--- config.mk ---
export PLATFORM = sky130hd
export DESIGN_NAME = bouncing_cell_grid_sequencer
export DESIGN_NICKNAME = d
export VERILOG_FILES = /design/src/hdl/bcgs_pkg.sv /design/src/hdl/bouncing_cell_grid_sequencer.sv /design/src/hdl/bcgs_ctrl.sv /design/src/hdl/bcgs_datapath.sv
export SDC_FILE = /design/constraint.sdc
export NUM_CORES = 1
export LEC_CHECK = 0
export BUFFER_PORTS_ARGS = -buffer_cell sky130_fd_sc_hd__buf_2
export CORE_ASPECT_RATIO = 1.4
export CORE_MARGIN = 2
export CORE_UTILIZATION = 34
export DETAILED_ROUTE_END_ITERATION = 12
export HOLD_SLACK_MARGIN = 0.06
export PLACE_DENSITY = 0.51
export SYNTH_ARGS = -nofsm -noshare
export SYNTH_HDL_FRONTEND = slang
export SYNTH_SLANG_ARGS = --single-unit
export TNS_END_PERCENT = 5
--- constraint.sdc ---
create_clock -name clk -period 8.4 [get_ports clk]
set_clock_uncertainty 0.1 [all_clocks]
set_input_delay 0.42 -clock clk [delete_from_list [all_inputs] [get_ports clk]]
set_output_delay 0.42 -clock clk [all_outputs]
set_load 0.1 [all_outputs]
--- src/hdl/bcgs_pkg.sv ---
// ----------------------------------------------------------------------------
// bcgs_pkg
// Shared types, constants and helpers of the bouncing cell grid sequencer.
// ----------------------------------------------------------------------------
package bcgs_pkg;

	localparam int MaxSlotsDefault = 32;
	localparam int GridMaxDefault  = 16;

	localparam logic [1:0] HEAD_UP    = 2'd0;
	localparam logic [1:0] HEAD_RIGHT = 2'd1;
	localparam logic [1:0] HEAD_DOWN  = 2'd2;
	localparam logic [1:0] HEAD_LEFT  = 2'd3;

	localparam logic [2:0] OUT_STEP    = 3'd0;
	localparam logic [2:0] OUT_REMOVED = 3'd1;
	localparam logic [2:0] OUT_PLACED  = 3'd2;
	localparam logic [2:0] OUT_FULL    = 3'd3;
	localparam logic [2:0] OUT_OUTSIDE = 3'd4;

	localparam logic CFG_COLUMN_COUNT = 1'b0;
	localparam logic CFG_ROW_COUNT    = 1'b1;

	localparam logic CMD_STEP  = 1'b0;
	localparam logic CMD_PRESS = 1'b1;

	typedef struct packed {
		logic       command;
		logic [3:0] press_column;
		logic [3:0] press_row;
	} in_item_t;

	typedef struct packed {
		logic       top_hit;
		logic [3:0] top_column;
		logic       right_hit;
		logic [3:0] right_row;
		logic       bottom_hit;
		logic [3:0] bottom_column;
		logic       left_hit;
		logic [3:0] left_row;
		logic [2:0] press_outcome;
	} out_item_t;

	// Commands from the controller to the datapath.
	typedef struct packed {
		logic clear;      // start of a command: clear result and search flags
		logic move;       // move slot at index i
		logic count;      // compare slot i with slot j (j != i)
		logic turn;       // apply the turn count to slot i
		logic search;     // press search at slot i
		logic commit;     // finish press
	} dp_cmd_t;

	// Saturate a register value to 8..grid_max.
	function automatic logic [4:0] eff_size(input logic [4:0] v, input logic [4:0] gmax);
		logic [4:0] n;
		begin
			n = v;
			if (n < 5'd8) n = 5'd8;
			if (n > gmax) n = gmax;
			return n;
		end
	endfunction

endpackage

--- src/hdl/bouncing_cell_grid_sequencer.sv ---
// ----------------------------------------------------------------------------
// bouncing_cell_grid_sequencer
// Grid of bouncing cells stepped by clock requests and edited by presses.
// ----------------------------------------------------------------------------
// Channel | Direction | Handshake     | Payload
// in      | input     | in_valid/stall| command, press_column, press_row
// out     | output    | out_valid/stall| wall hits and press outcome
// cfg     | input     | valid/ready   | cfg_index, cfg_data
//
// A step request moves every slot, then compares each slot pair, one pair per
// cycle, to count collisions and turns each slot; a press request searches the
// slots for the pressed square and a free slot.
// One request is worked on at a time; the result register holds until taken
// and a new request is accepted while it waits. Reset is asynchronous and
// leaves every slot inactive, heading up, at square zero.
// ----------------------------------------------------------------------------
module bouncing_cell_grid_sequencer #(
	parameter int MAX_SLOTS = bcgs_pkg::MaxSlotsDefault,
	parameter int GRID_MAX  = bcgs_pkg::GridMaxDefault
) (
	input  logic                 clk,
	input  logic                 arst_n,
	input  logic                 in_valid,
	output logic                 in_stall,
	input  bcgs_pkg::in_item_t   in_data,
	output logic                 out_valid,
	input  logic                 out_stall,
	output bcgs_pkg::out_item_t  out_data,
	input  logic                 cfg_valid,
	output logic                 cfg_ready,
	input  logic                 cfg_index,
	input  logic [4:0]           cfg_data
);

	localparam int IW = $clog2(MAX_SLOTS + 1);

	logic [4:0] column_count_q, row_count_q;
	logic [4:0] cols, rows;
	logic [5:0] lim_sum;
	logic [IW-1:0] limit;
	bcgs_pkg::in_item_t item_q;
	bcgs_pkg::dp_cmd_t  cmd;
	bcgs_pkg::out_item_t result;
	logic idle, done, start, is_press;
	logic [IW-1:0] idx_i, idx_j;

	assign cols = bcgs_pkg::eff_size(column_count_q, 5'(GRID_MAX));
	assign rows = bcgs_pkg::eff_size(row_count_q, 5'(GRID_MAX));
	assign lim_sum = {1'b0, cols} + {1'b0, rows};
	assign limit = (lim_sum > 6'(MAX_SLOTS)) ? IW'(MAX_SLOTS) : IW'(lim_sum);

	assign in_stall  = !idle;
	assign start     = in_valid && idle;
	assign cfg_ready = 1'b1;

	// The incoming request picks the first state; later the held copy is used.
	assign is_press = start ? (in_data.command == bcgs_pkg::CMD_PRESS)
			: (item_q.command == bcgs_pkg::CMD_PRESS);

	always_ff @(posedge clk or negedge arst_n) begin
		if (!arst_n) begin
			column_count_q <= 5'd8;
			row_count_q    <= 5'd8;
			out_valid      <= 1'b0;
		end else begin
			if (cfg_valid && cfg_ready) begin
				if (cfg_index == bcgs_pkg::CFG_COLUMN_COUNT) column_count_q <= cfg_data;
				else row_count_q <= cfg_data;
			end
			if (done) out_valid <= 1'b1;
			else if (!out_stall) out_valid <= 1'b0;
		end
	end

	always_ff @(posedge clk) begin
		if (start) item_q <= in_data;
		if (done) out_data <= result;
	end

	bcgs_ctrl #(.MAX_SLOTS(MAX_SLOTS)) u_ctrl (
		.clk, .arst_n, .start, .is_press,
		.out_busy(out_valid && out_stall), .limit, .idle, .done, .cmd, .idx_i, .idx_j
	);

	bcgs_datapath #(.MAX_SLOTS(MAX_SLOTS)) u_dp (
		.clk, .arst_n, .cmd, .idx_i, .idx_j, .item(item_q), .cols, .rows, .result
	);

endmodule

--- src/hdl/bcgs_ctrl.sv ---
// ----------------------------------------------------------------------------
// bcgs_ctrl
// Sequencer that walks slot indices for move, pairwise count, turn and press.
// ----------------------------------------------------------------------------
module bcgs_ctrl #(
	parameter int MAX_SLOTS = bcgs_pkg::MaxSlotsDefault,
	localparam int IW = $clog2(MAX_SLOTS + 1)
) (
	input  logic                  clk,
	input  logic                  arst_n,
	input  logic                  start,
	input  logic                  is_press,
	input  logic                  out_busy,
	input  logic [IW-1:0]         limit,
	output logic                  idle,
	output logic                  done,
	output bcgs_pkg::dp_cmd_t     cmd,
	output logic [IW-1:0]         idx_i,
	output logic [IW-1:0]         idx_j
);

	localparam logic [2:0] ST_IDLE   = 3'd0;
	localparam logic [2:0] ST_MOVE   = 3'd1;
	localparam logic [2:0] ST_COUNT  = 3'd2;
	localparam logic [2:0] ST_TURN   = 3'd3;
	localparam logic [2:0] ST_SEARCH = 3'd4;
	localparam logic [2:0] ST_DONE   = 3'd5;

	logic [2:0]    state_q;
	logic [IW-1:0] i_q, j_q;

	assign idle  = (state_q == ST_IDLE);
	assign idx_i = i_q;
	assign idx_j = j_q;

	always_comb begin
		cmd = '0;
		done = 1'b0;
		case (state_q)
			ST_IDLE:   cmd.clear = start;
			ST_MOVE:   cmd.move = (i_q < limit);
			ST_COUNT:  cmd.count = (i_q < limit) && (j_q < limit) && (j_q != i_q);
			ST_TURN:   cmd.turn = (i_q < limit);
			ST_SEARCH: cmd.search = (i_q < limit);
			ST_DONE: begin
				cmd.commit = is_press && !out_busy;
				done = !out_busy;
			end
			default: ;
		endcase
	end

	always_ff @(posedge clk or negedge arst_n) begin
		if (!arst_n) begin
			state_q <= ST_IDLE;
			i_q <= '0;
			j_q <= '0;
		end else begin
			case (state_q)
				ST_IDLE: if (start) begin
					i_q <= '0;
					j_q <= '0;
					state_q <= is_press ? ST_SEARCH : ST_MOVE;
				end
				ST_MOVE: begin
					if (i_q >= limit) begin
						i_q <= '0;
						state_q <= ST_COUNT;
					end else i_q <= i_q + 1'b1;
				end
				ST_COUNT: begin
					if (j_q >= limit) begin
						j_q <= '0;
						state_q <= ST_TURN;
					end else j_q <= j_q + 1'b1;
				end
				ST_TURN: begin
					if (i_q >= limit) state_q <= ST_DONE;
					else begin
						i_q <= i_q + 1'b1;
						state_q <= ST_COUNT;
					end
				end
				ST_SEARCH: begin
					if (i_q >= limit) state_q <= ST_DONE;
					else i_q <= i_q + 1'b1;
				end
				ST_DONE: if (!out_busy) state_q <= ST_IDLE;
				default: state_q <= ST_IDLE;
			endcase
		end
	end

endmodule

--- src/hdl/bcgs_datapath.sv ---
// ----------------------------------------------------------------------------
// bcgs_datapath
// Slot store, move and bounce logic, collision counter and press search.
// ----------------------------------------------------------------------------
module bcgs_datapath #(
	parameter int MAX_SLOTS = bcgs_pkg::MaxSlotsDefault,
	localparam int IW = $clog2(MAX_SLOTS + 1),
	localparam int SW = $clog2(MAX_SLOTS)
) (
	input  logic                  clk,
	input  logic                  arst_n,
	input  bcgs_pkg::dp_cmd_t     cmd,
	input  logic [IW-1:0]         idx_i,
	input  logic [IW-1:0]         idx_j,
	input  bcgs_pkg::in_item_t    item,
	input  logic [4:0]            cols,
	input  logic [4:0]            rows,
	output bcgs_pkg::out_item_t   result
);

	logic [MAX_SLOTS-1:0] active_q;
	logic [3:0]           col_q  [MAX_SLOTS];
	logic [3:0]           row_q  [MAX_SLOTS];
	logic [1:0]           head_q [MAX_SLOTS];

	logic [1:0]     turns_q;
	logic           hit_q [4];
	logic [3:0]     where_q [4];
	logic           found_q, free_q;
	logic [SW-1:0]  found_idx_q, free_idx_q;

	logic [SW-1:0] si, sj;
	logic [3:0]    c, r, nc, nr;
	logic [1:0]    h, nh;
	logic [4:0]    nx;
	logic [1:0]    wall;
	logic          bounce;
	logic          outside;

	assign si = idx_i[SW-1:0];
	assign sj = idx_j[SW-1:0];
	assign c  = col_q[si];
	assign r  = row_q[si];
	assign h  = head_q[si];
	assign outside = ({1'b0, item.press_column} >= cols) || ({1'b0, item.press_row} >= rows);

	// Next position and heading of slot i for a move.
	always_comb begin
		nc = c;
		nr = r;
		nh = h;
		nx = '0;
		bounce = 1'b0;
		wall = h;
		case (h)
			bcgs_pkg::HEAD_UP: begin
				if (r != 4'd0) nr = r - 4'd1;
				if (nr == 4'd0) begin
					nh = bcgs_pkg::HEAD_DOWN;
					bounce = 1'b1;
				end
			end
			bcgs_pkg::HEAD_RIGHT: begin
				nx = {1'b0, c} + 5'd1;
				if (nx >= cols - 5'd1) begin
					nc = 4'(cols - 5'd1);
					nh = bcgs_pkg::HEAD_LEFT;
					bounce = 1'b1;
				end else nc = nx[3:0];
			end
			bcgs_pkg::HEAD_DOWN: begin
				nx = {1'b0, r} + 5'd1;
				if (nx >= rows - 5'd1) begin
					nr = 4'(rows - 5'd1);
					nh = bcgs_pkg::HEAD_UP;
					bounce = 1'b1;
				end else nr = nx[3:0];
			end
			default: begin
				if (c != 4'd0) nc = c - 4'd1;
				if (nc == 4'd0) begin
					nh = bcgs_pkg::HEAD_RIGHT;
					bounce = 1'b1;
				end
			end
		endcase
	end

	always_ff @(posedge clk or negedge arst_n) begin
		if (!arst_n) begin
			active_q <= '0;
			for (int k = 0; k < MAX_SLOTS; k++) begin
				col_q[k]  <= '0;
				row_q[k]  <= '0;
				head_q[k] <= bcgs_pkg::HEAD_UP;
			end
			for (int k = 0; k < 4; k++) begin
				hit_q[k]   <= 1'b0;
				where_q[k] <= '0;
			end
			turns_q <= '0;
			found_q <= 1'b0;
			free_q  <= 1'b0;
			found_idx_q <= '0;
			free_idx_q  <= '0;
		end else begin
			if (cmd.clear) begin
				for (int k = 0; k < 4; k++) begin
					hit_q[k]   <= 1'b0;
					where_q[k] <= '0;
				end
				turns_q <= '0;
				found_q <= 1'b0;
				free_q  <= 1'b0;
			end
			if (cmd.move && active_q[si]) begin
				col_q[si]  <= nc;
				row_q[si]  <= nr;
				head_q[si] <= nh;
				if (bounce) begin
					hit_q[wall]   <= 1'b1;
					where_q[wall] <= (wall[0]) ? nr : nc;
				end
			end
			if (cmd.count && active_q[sj] && col_q[sj] == c && row_q[sj] == r)
				turns_q <= turns_q + 2'd1;
			if (cmd.turn) begin
				if (active_q[si]) head_q[si] <= h + turns_q;
				turns_q <= '0;
			end
			if (cmd.search) begin
				if (!found_q && active_q[si] && c == item.press_column && r == item.press_row) begin
					found_q <= 1'b1;
					found_idx_q <= si;
				end
				if (!free_q && !active_q[si]) begin
					free_q <= 1'b1;
					free_idx_q <= si;
				end
			end
			if (cmd.commit && !outside) begin
				if (found_q) active_q[found_idx_q] <= 1'b0;
				else if (free_q) begin
					active_q[free_idx_q] <= 1'b1;
					col_q[free_idx_q] <= item.press_column;
					row_q[free_idx_q] <= item.press_row;
				end
			end
		end
	end

	always_comb begin
		result = '0;
		if (item.command == bcgs_pkg::CMD_PRESS) begin
			if (outside) result.press_outcome = bcgs_pkg::OUT_OUTSIDE;
			else if (found_q) result.press_outcome = bcgs_pkg::OUT_REMOVED;
			else if (free_q) result.press_outcome = bcgs_pkg::OUT_PLACED;
			else result.press_outcome = bcgs_pkg::OUT_FULL;
		end else begin
			result.top_hit       = hit_q[0];
			result.top_column    = where_q[0];
			result.right_hit     = hit_q[1];
			result.right_row     = where_q[1];
			result.bottom_hit    = hit_q[2];
			result.bottom_column = where_q[2];
			result.left_hit      = hit_q[3];
			result.left_row      = where_q[3];
			result.press_outcome = bcgs_pkg::OUT_STEP;
		end
	end

endmodule

==> results, run 1 <==
- The cell area after technology mapping is 27700 um2.
- The worst setup path is captured at a flop.
- The fraction of power spent switching nets is 0.519.
- Row generation in the floorplan step produced 123 rows.
- The routed design could run at a clock period as short as 7370 ps.
- The total net switching power is 5.42 mW.
- The part of the total power dissipated in combinational logic is 0.525.
- The clock-pin transition on the worst setup and hold timing paths is 60 ps.
- Ranked by total cell area, the synthesized netlist is headed by sky130_fd_sc_hd__dfrtp_1, sky130_fd_sc_hd__mux2i_1, sky130_fd_sc_hd__mux4_2.
- The setup violation total in the final timing report is 0.
- The startpoint of the lowest-slack register-to-register path is u_ctrl.idx_i[2]$_DFFE_PN0P_.
- The synthesized design contains 444 register bits.
- Routability-driven placement finished with a final weighted congestion of 0.956.
- The number of diodes is 0.
- The clock root buffer master is sky130_fd_sc_hd__clkbuf_16.
- Once detail routing completed, the nets flagged for antenna violations numbered 0.
- Summed over all layers, the routed wires come to 119000 um.
- The final-report max-slew violation count is 0.
- The arrival time of data at the critical path endpoint is 7790 ps.
- TritonCTS built the clock tree.
- The global-route met3 utilization is 0.0485.
- The initial utilization of the core area, before any placement, comes to 0.344.
- After detailed routing, the number of vias per cell comes to 6.27.
- The overall global routing resource usage is 0.283.
- The worst setup path is of the reg2reg kind.
- The utilization of the core after routing is 0.379.
- The deepest level of the CTS H-tree is 2.
- The first global-routing pass estimated 173000 um of wire.
- Counting along the longest clock path gives a buffer depth of 3.
- The net count of the mapped netlist is 2887.
- The largest net degree at the start of global routing is 160.
- Of the total power, registers draw 0.258.
- The die is 342 um tall.
- The aggregate global routing overflow is 0.
- The detailed router placed 24107 vias in this run.
- The most numerous cell in the Yosys netlist is sky130_fd_sc_hd__dfrtp_1.
- The initial antenna violation count was 0.
- Sorting the synthesized cells by how often they occur yields sky130_fd_sc_hd__dfrtp_1, sky130_fd_sc_hd__mux2i_1, sky130_fd_sc_hd__nand2_1, sky130_fd_sc_hd__nor2_1, sky130_fd_sc_hd__a21oi_1.
- The measured slew at the worst slew-check pin is 1460 ps.
- The highest clock frequency the design can meet is 136 MHz.
- For this run, design rule violations remaining after detail routing come to 0.
- Of the synthesized area, sequential elements account for 0.407.
- The met2 track demand over resource is 0.462.
- Internal power comes to 5.03 mW.
- The count of routing violations after the opening detailed-route iteration is 2681.
- The synthesis warning total is 0.
- The max-cap violation count is 0.
- The final hold violation count was 0.
- The worst setup path is launched from a flop.
- Clock tree synthesis found a total of 444 sinks.
- The endpoint of the worst-slack reg-to-reg timing path is u_dp.row_q[48]$_DFF_PN0_.
- The length of the first detailed-routing pass in iterations is 6.
- The count of input and output buffers is 44.
- The number of cells on the worst reg-to-reg path is 16.
- The cell count of the worst hold path is 3.
- The CTS buffer count is 49.
- The share of synthesized area in the top cell type comes to 0.370.
- The power density over cell area is 342 nW/um2.
- The number of primary I/O pins is 46.
- The worst hold path begins at cfg_index.
- The critical-path maximum fanout is 30.
- After synthesis, the share of flip-flops with an asynchronous set or reset is 0.928.
- Setup repair after global routing left no endpoint under its margin.
- The core region area is 80500 um2.
- The area growth from synthesis to layout is 10.1%.
- The number of global-route vias before repair came to 23918.
- The critical path data required time is 8820 ps.
- The wire length per cell is 31.1 um.
- The post-cts resize count is 0.
- The portion of the clock cycle consumed by the worst path in the final layout is 0.878.
- The run finished with clean final reports.
- For this run, global-route usage on met1 was measured as 0.333.
- The worst reg-to-reg setup slack is 1030 ps.
- The count of mapped cells out of synthesis is 2819.
- The worst hold path belongs to the class in2reg.
- IR analysis of the VDD net gives a maximum drop of 0.419 mV.
- The proportion of layout cells with a drive suffix above 1 is 0.134.
- The x dimension of the die is 245 um.
- The number of nets in the layout is 2815.
- The synthesized design contains 32 enable-type register cells.
- For the worst-skew pair, the clock arrives at the later sink with an insertion delay of 650 ps.
- The aggregate negative setup slack is 0 ps.
- The largest total area in the synthesized netlist belongs to sky130_fd_sc_hd__dfrtp_1.
- The path with the worst hold slack has its endpoint at column_count_q[4]$_DFFE_PN0P_.
- Synthesis instantiated 92 different standard cells from the library.
- The leakage power of the design is 10.9 nW.
- After synthesis, the mean cell area works out to 9.82 um2.
- The share of total power in the clock network is 0.217.
- The global routing stage identified its most utilized layer as met2.
- The HPWL after detailed placement is 81600 um.
- The die area is 83800 um2.
- Among all flip-flop cells after synthesis, the most frequent one is sky130_fd_sc_hd__dfrtp_1.
- In this run the tightest slew margin relative to its limit is 0.0195.
==> repair_timing <==
item                      in CTS  in global routing
hold endpoints to repair      70                  0
buffers inserted               0                  0
hold buffers                  16                  0
==> power groups by stage <==
stage / clock, mW / sequential (mW) / combinational [mW]
CTS: 2.30 / 2.69 / 5.34
detailed placement: 0 / 2.72 / 5.32
finish: 2.27 / 2.69 / 5.48
floorplan: 0 / 2.76 / 3.27
global route: 2.38 / 2.72 / 5.66
global placement: 0 / 2.72 / 5.28
==> routing by layer <==
layer | share of wire | wire [um]
met1 | 0.38 | 44900
met2 | 0.47 | 56100
met3 | 0.066 | 7910
met4 | 0.088 | 10500
met5 | 0 | 0
==> metrics by stage <==
step           hold WS, ps  setup WS, ps  area [um2]  instances  total power, mW
3_5_place_dp           284          1120       28700       3742             8.05
6_report              80.4          1030       30500       3844             10.4
3_3_place_gp           279          1130       28700       3742             8.00
5_1_grt                120           828       30500       3844             10.8
2_1_floorplan         24.4          3930       27700       2819             6.03
4_1_cts               71.7          1080       30500       3844             10.3
==> worst max-delay path by stage <==
stage	to	start	cells after the start
2_1_floorplan	u_dp.row_q[11]$_DFF_PN0_	row_count_q[3]$_DFFE_PN1P_	20
3_3_place_gp	u_dp.row_q[37]$_DFF_PN0_	u_ctrl.idx_i[2]$_DFFE_PN0P_	17
3_5_place_dp	u_dp.row_q[37]$_DFF_PN0_	u_ctrl.idx_i[2]$_DFFE_PN0P_	17
4_1_cts	u_dp.row_q[37]$_DFF_PN0_	u_ctrl.idx_i[2]$_DFFE_PN0P_	17
5_1_grt	u_dp.row_q[96]$_DFF_PN0_	u_ctrl.idx_i[2]$_DFFE_PN0P_	17
6_report	u_dp.row_q[48]$_DFF_PN0_	u_ctrl.idx_i[2]$_DFFE_PN0P_	16
==> cell type report <==
cell class	instances	area (um2)
clock inverters	23	277
repair buffers	137	993
inverters	37	139
flip-flops and latches	444	11300
fillers	7960	50000
well taps	1062	1330
multi-input cells	2078	15100
clock buffers	63	1330
==> logic make-up (layout without fill, tap and decap cells) <==
family,after synthesis,after routing,share of synthesized area
AOI/OAI and AO/OA,858,858,0.206
and+or+nand+nor,742,742,0.134
DFF,444,444,0.407
muxes,390,390,0.168
buffers and inverters,297,260,0.0509
adders and majority gates,48,48,0.0220
xor gates and xnor gates,39,39,0.0126
other,1,1,0.000135
==> cell usage in the layout, fill, tap and decap left out, types with 32 or more instances in the layout <==
| cell | n |
|---|---|
| sky130_fd_sc_hd__a211oi_1 | 84 |
| sky130_fd_sc_hd__a21o_1 | 126 |
| sky130_fd_sc_hd__a21oi_1 | 179 |
| sky130_fd_sc_hd__buf_2 | 43 |
| sky130_fd_sc_hd__buf_4 | 75 |
| sky130_fd_sc_hd__clkbuf_16 | 49 |
| sky130_fd_sc_hd__dfrtp_1 | 407 |
| sky130_fd_sc_hd__edfxtp_1 | 32 |
| sky130_fd_sc_hd__ha_1 | 47 |
| sky130_fd_sc_hd__inv_1 | 33 |
| sky130_fd_sc_hd__mux2_2 | 37 |
| sky130_fd_sc_hd__mux2i_1 | 297 |
| sky130_fd_sc_hd__mux4_2 | 56 |
| sky130_fd_sc_hd__nand2_1 | 206 |
| sky130_fd_sc_hd__nand3_1 | 78 |
| sky130_fd_sc_hd__nor2_1 | 191 |
| sky130_fd_sc_hd__nor2b_1 | 37 |
| sky130_fd_sc_hd__nor3_1 | 37 |
| sky130_fd_sc_hd__o21ai_0 | 108 |
| sky130_fd_sc_hd__o21ai_1 | 71 |
| sky130_fd_sc_hd__o22ai_1 | 98 |
==> sequential cells by signal, summed over array words and instances (netlist names), 2 cells and up <==
signal	count
item_q	9
u_dp.turns_q	2
u_ctrl.idx_i	6
u_dp.head_q	64
u_dp.where_q	16
u_dp.row_q	128
u_dp.active_q	32
out_data	23
u_ctrl.idx_j	6
column_count_q	5
row_count_q	5
u_dp.found_idx_q	5
u_dp.free_idx_q	5
u_ctrl.state_q	3
u_dp.col_q	128
u_dp.hit_q	4
==> worst max-delay path, cell delays in order, from the launching register on <==
cell                       delay [ps]
sky130_fd_sc_hd__dfrtp_1         1060
sky130_fd_sc_hd__nand4b_1        1390
sky130_fd_sc_hd__o22ai_1          660
sky130_fd_sc_hd__nor4_1           140
sky130_fd_sc_hd__nand2_1          440
sky130_fd_sc_hd__inv_1             90
sky130_fd_sc_hd__ha_1             360
sky130_fd_sc_hd__ha_1             290
sky130_fd_sc_hd__a21o_1           120
sky130_fd_sc_hd__a21oi_1           60
sky130_fd_sc_hd__o21ai_1          550
sky130_fd_sc_hd__nand2b_1         200
sky130_fd_sc_hd__o21ai_0          170
sky130_fd_sc_hd__a211oi_4         730
sky130_fd_sc_hd__buf_4            500
sky130_fd_sc_hd__a211oi_1         140
sky130_fd_sc_hd__a21o_1           210
No activity file was read; power rests on OpenSTA's default activity.
==> run 2: changes to the inputs <==
--- a/config.mk
+++ b/config.mk
@@ -13,3 +13,2 @@
 export HOLD_SLACK_MARGIN = 0.06
-export PLACE_DENSITY = 0.51
 export SYNTH_ARGS = -nofsm -noshare
==> constraint.sdc (replaced) <==
create_clock -name clk -period 8.4 [get_ports clk]
set_clock_uncertainty 0.1 [all_clocks]
set_input_delay 2.1 -clock clk [delete_from_list [all_inputs] [get_ports clk]]
set_output_delay 2.1 -clock clk [all_outputs]
set_load 0.1 [all_outputs]
==> run 2 against run 1 <==
Clock-buffer cell count fell by 5. Non-clock buffer count up 1. Cell area about the same. Critical path type unchanged. Power decreased by 3.5%.
==> results, run 2 (synthesis gave the netlist of run 1 again) <==
- The number of nets in the layout is 2812 (was 2815).
- The startpoint of the lowest-slack register-to-register path is u_ctrl.idx_i[1]$_DFFE_PN0P_ (was u_ctrl.idx_i[2]$_DFFE_PN0P_).
- The post-cts resize count is 0 (unchanged).
- The clock root buffer master is sky130_fd_sc_hd__clkbuf_16 (unchanged).
- The weighted congestion at the end of routability-driven global placement is 0.985 (was 0.956).
- The aggregate global routing overflow was 0 (unchanged).
- The maximum buffer depth of the clock tree is 3 (unchanged).
- The initial antenna violation count came to 1 (was 0).
- The max-slew headroom at the worst pin is 0.142 (was 0.0195).
- The TritonCTS clock tree was done (unchanged).
- The count of input and output buffers is 44 (unchanged).
- The critical-path maximum fanout is 37 (was 30).
- The placed cell area was 28800 um2 (was 28700 um2).
- The number of standard-cell rows in the floorplan is 123 (unchanged).
- The maximum vdd ir drop is 0.362 mV (was 0.419 mV).
- The CTS sink count was 444 (unchanged).
- The type of the setup path with the least slack is reg2reg (unchanged).
- The clock latency reported for the late side of the worst-skew pair is 610 ps (was 650 ps).
- The worst hold margin is 369 ps (was 80.4 ps).
- The portion of the clock cycle consumed by the worst path in the final layout came to 0.767 (was 0.878).
- The number of diodes was 0 (unchanged).
- The overall global routing resource usage was 0.239 (was 0.283).
- The max-cap violation count is 0 (unchanged).
- Largest registers ranked by flip-flop count: u_dp.col_q (128), u_dp.row_q (128), u_dp.head_q (64) (unchanged).
- The number of primary I/O pins is 46 (unchanged).
- The deepest level of the CTS H-tree is 2 (unchanged).
- The post-route cell area was 30500 um2 (about the same).
- The core region area came to 80500 um2 (unchanged).
- The kind of start point of the critical path is a flop (unchanged).
- The wire length per cell came to 26.4 um (was 31.1 um).
- The worst min-delay path class is reg2reg (was in2reg).
- The leakage power of the design is 10.9 nW (about the same).
- The CTS buffer count came to 45 (was 49).
- The final hold violation count was 0 (unchanged).
- The highest clock frequency the design can meet is 155 MHz (was 136 MHz).
- Setup repair after global routing missed its margin: false (unchanged).
- The number of hold buffers added after cts is 0 (was 16).
- The longest individual stage delay on the worst path is 880 ps (was 1390 ps).
- Most frequent cells in the layout: sky130_fd_sc_hd__dfrtp_1, sky130_fd_sc_hd__mux2i_1, sky130_fd_sc_hd__nand2_1 (unchanged).
- The number of buffers inserted to repair setup after CTS is 0 (unchanged).
- The largest net degree at the start of global routing is 164 (was 160).
- The number of cells on the worst reg-to-reg path is 16 (unchanged).
- The cell count of the worst hold path is 2 (was 3).
- The average vias per placed instance is 6.15 (was 6.27).
- The non-filler instance count after layout is 3842 (was 3844).
- Status: completed (unchanged).
- The cell with the biggest individual delay on the critical path is sky130_fd_sc_hd__dfrtp_4 (was sky130_fd_sc_hd__nand4b_1).
- The length of the first detailed-routing pass in iterations is 6 (unchanged).
- The global-route wire length before repair is 151000 um (was 173000 um).
- The minimum clock period after layout is 6440 ps (was 7370 ps).
- The die area is 83800 um2 (unchanged).
- The power density over cell area is 331 nW/um2 (was 342 nW/um2).
- The number of global-route vias before repair is 22709 (was 23918).
- The critical path data required time is 8770 ps (was 8820 ps).
- The final antenna-violating net count is 0 (unchanged).
- The final HPWL from detailed placement is 70000 um (was 81600 um).
- The aggregate negative setup slack is 0 ps (unchanged).
- The initial core utilization is 0.344 (unchanged).
- The final-report max-slew violation count was 0 (unchanged).
- The via count came to 23618 (was 24107).
- The arrival time of data at the critical path endpoint was 6810 ps (was 7790 ps).
- The origin of the worst min-delay path is u_dp.hit_q[0]$_DFF_PN0_ (was cfg_index).
- The most common cell after layout, fill and taps aside is sky130_fd_sc_hd__dfrtp_1 (unchanged).
- The aggregate routed wire length is 101000 um (was 119000 um).
- The area growth from synthesis to layout came to 10.1% (about the same).
- The x dimension of the die is 245 um (unchanged).
- The floorplan die height was 342 um (unchanged).
- The category of the worst setup path capture point is a flop (unchanged).
- The proportion of layout cells with a drive suffix above 1 was 0.139 (was 0.134).
- The final routed DRC violation total is 0 (unchanged).
- The count of routing violations after the opening detailed-route iteration is 2849 (was 2681).
- Chain of cells forming the critical path: buf_4 > mux2i_1 > o22ai_1 > nor4_1 > nand2_2 > inv_1 > ha_1 > ha_1 > a21o_1 > a21o_1 > a31oi_1 > nand2_1 > o211ai_1 > nand3_2 > mux2i_1 > o21ai_1 (was nand4b_1 > o22ai_1 > nor4_1 > nand2_1 > inv_1 > ha_1 > ha_1 > a21o_1 > a21oi_1 > o21ai_1 > nand2b_1 > o21ai_0 > a211oi_4 > buf_4 > a211oi_1 > a21o_1).
- The measured slew at the worst slew-check pin is 1280 ps (was 1460 ps).
- The count of placed standard cells including taps is 3759 (was 3742).
- The clock-pin transition on the worst setup and hold timing paths is 60 ps (about the same).
- The start point of the critical path is u_ctrl.idx_i[1]$_DFFE_PN0P_ (was u_ctrl.idx_i[2]$_DFFE_PN0P_).
- The setup violation total in the final timing report is 0 (unchanged).
-- run 2: cell types whose count changed in the layout (fill, tap and decap cells not counted), sizes merged --
cell | previous run | this run
buf | 121 | 138
bufinv | 5 | 8
clkbuf | 63 | 58
clkinvlp | 2 | 4
dlygate4sd3 | 16 | 0
inv | 39 | 36
-- run 2: layout make-up --
class                      count  area [um2]
sequential                   444       11300
tap                         1062        1330
fill                        7910       50000
clock buffer                  58        1290
timing repair buffer         138         973
multi-input combinational   2078       15100
clock inverter                25         352
inverter                      37         139
-- run 2: worst paths after layout --
check	endpoint	slack [ps]
setup / recovery	u_dp.col_q[116]$_DFF_PN0_	1960
hold reg to reg	u_dp.hit_q[0]$_DFF_PN0_	370
setup reg to reg	u_dp.col_q[116]$_DFF_PN0_	1960
min in group asynchronous	u_dp.col_q[70]$_DFF_PN0_	1420
hold / removal	u_dp.hit_q[0]$_DFF_PN0_	370
max in group asynchronous	u_dp.head_q[63]$_DFF_PN0_	5380
-- run 2: report_power, final --
group          switching (mW)  total, mW  internal, mW  leakage (nW)
combinational            3.79       5.12          1.33          5.39
clock                   0.947       2.28          1.34         0.795
sequential              0.273       2.68          2.40          4.75
-- run 2: routing by layer --
metal,GRT usage,up-vias,part of all wire
met2,0.382,1168,0.46
met5,0,-,0
li1,-,10382,-
met1,0.289,11681,0.38
met4,0.183,0,0.088
met3,0.0384,387,0.076
-- run 2: critical path: cells and delay by family (launching register included) --
kind            cells  cell delay (ps)
simple gates        4             1910
compound gates      6             1180
flops               1              880
mux                 2              850
buf+inv             2              700
fa+ha+maj           2              590
-- run 2: metrics by stage --
| stage | setup slack, ps | total power [mW] | util |
|---|---|---|---|
| detailed placement | 2100 | 7.68 | 0.358 |
| global route | 1600 | 10.4 | 0.379 |
| floorplan | 3210 | 6.03 | - |
| CTS | 2050 | 9.99 | 0.379 |
| finish | 1960 | 10.1 | 0.379 |
| global placement | 2100 | 7.67 | 0.358 |
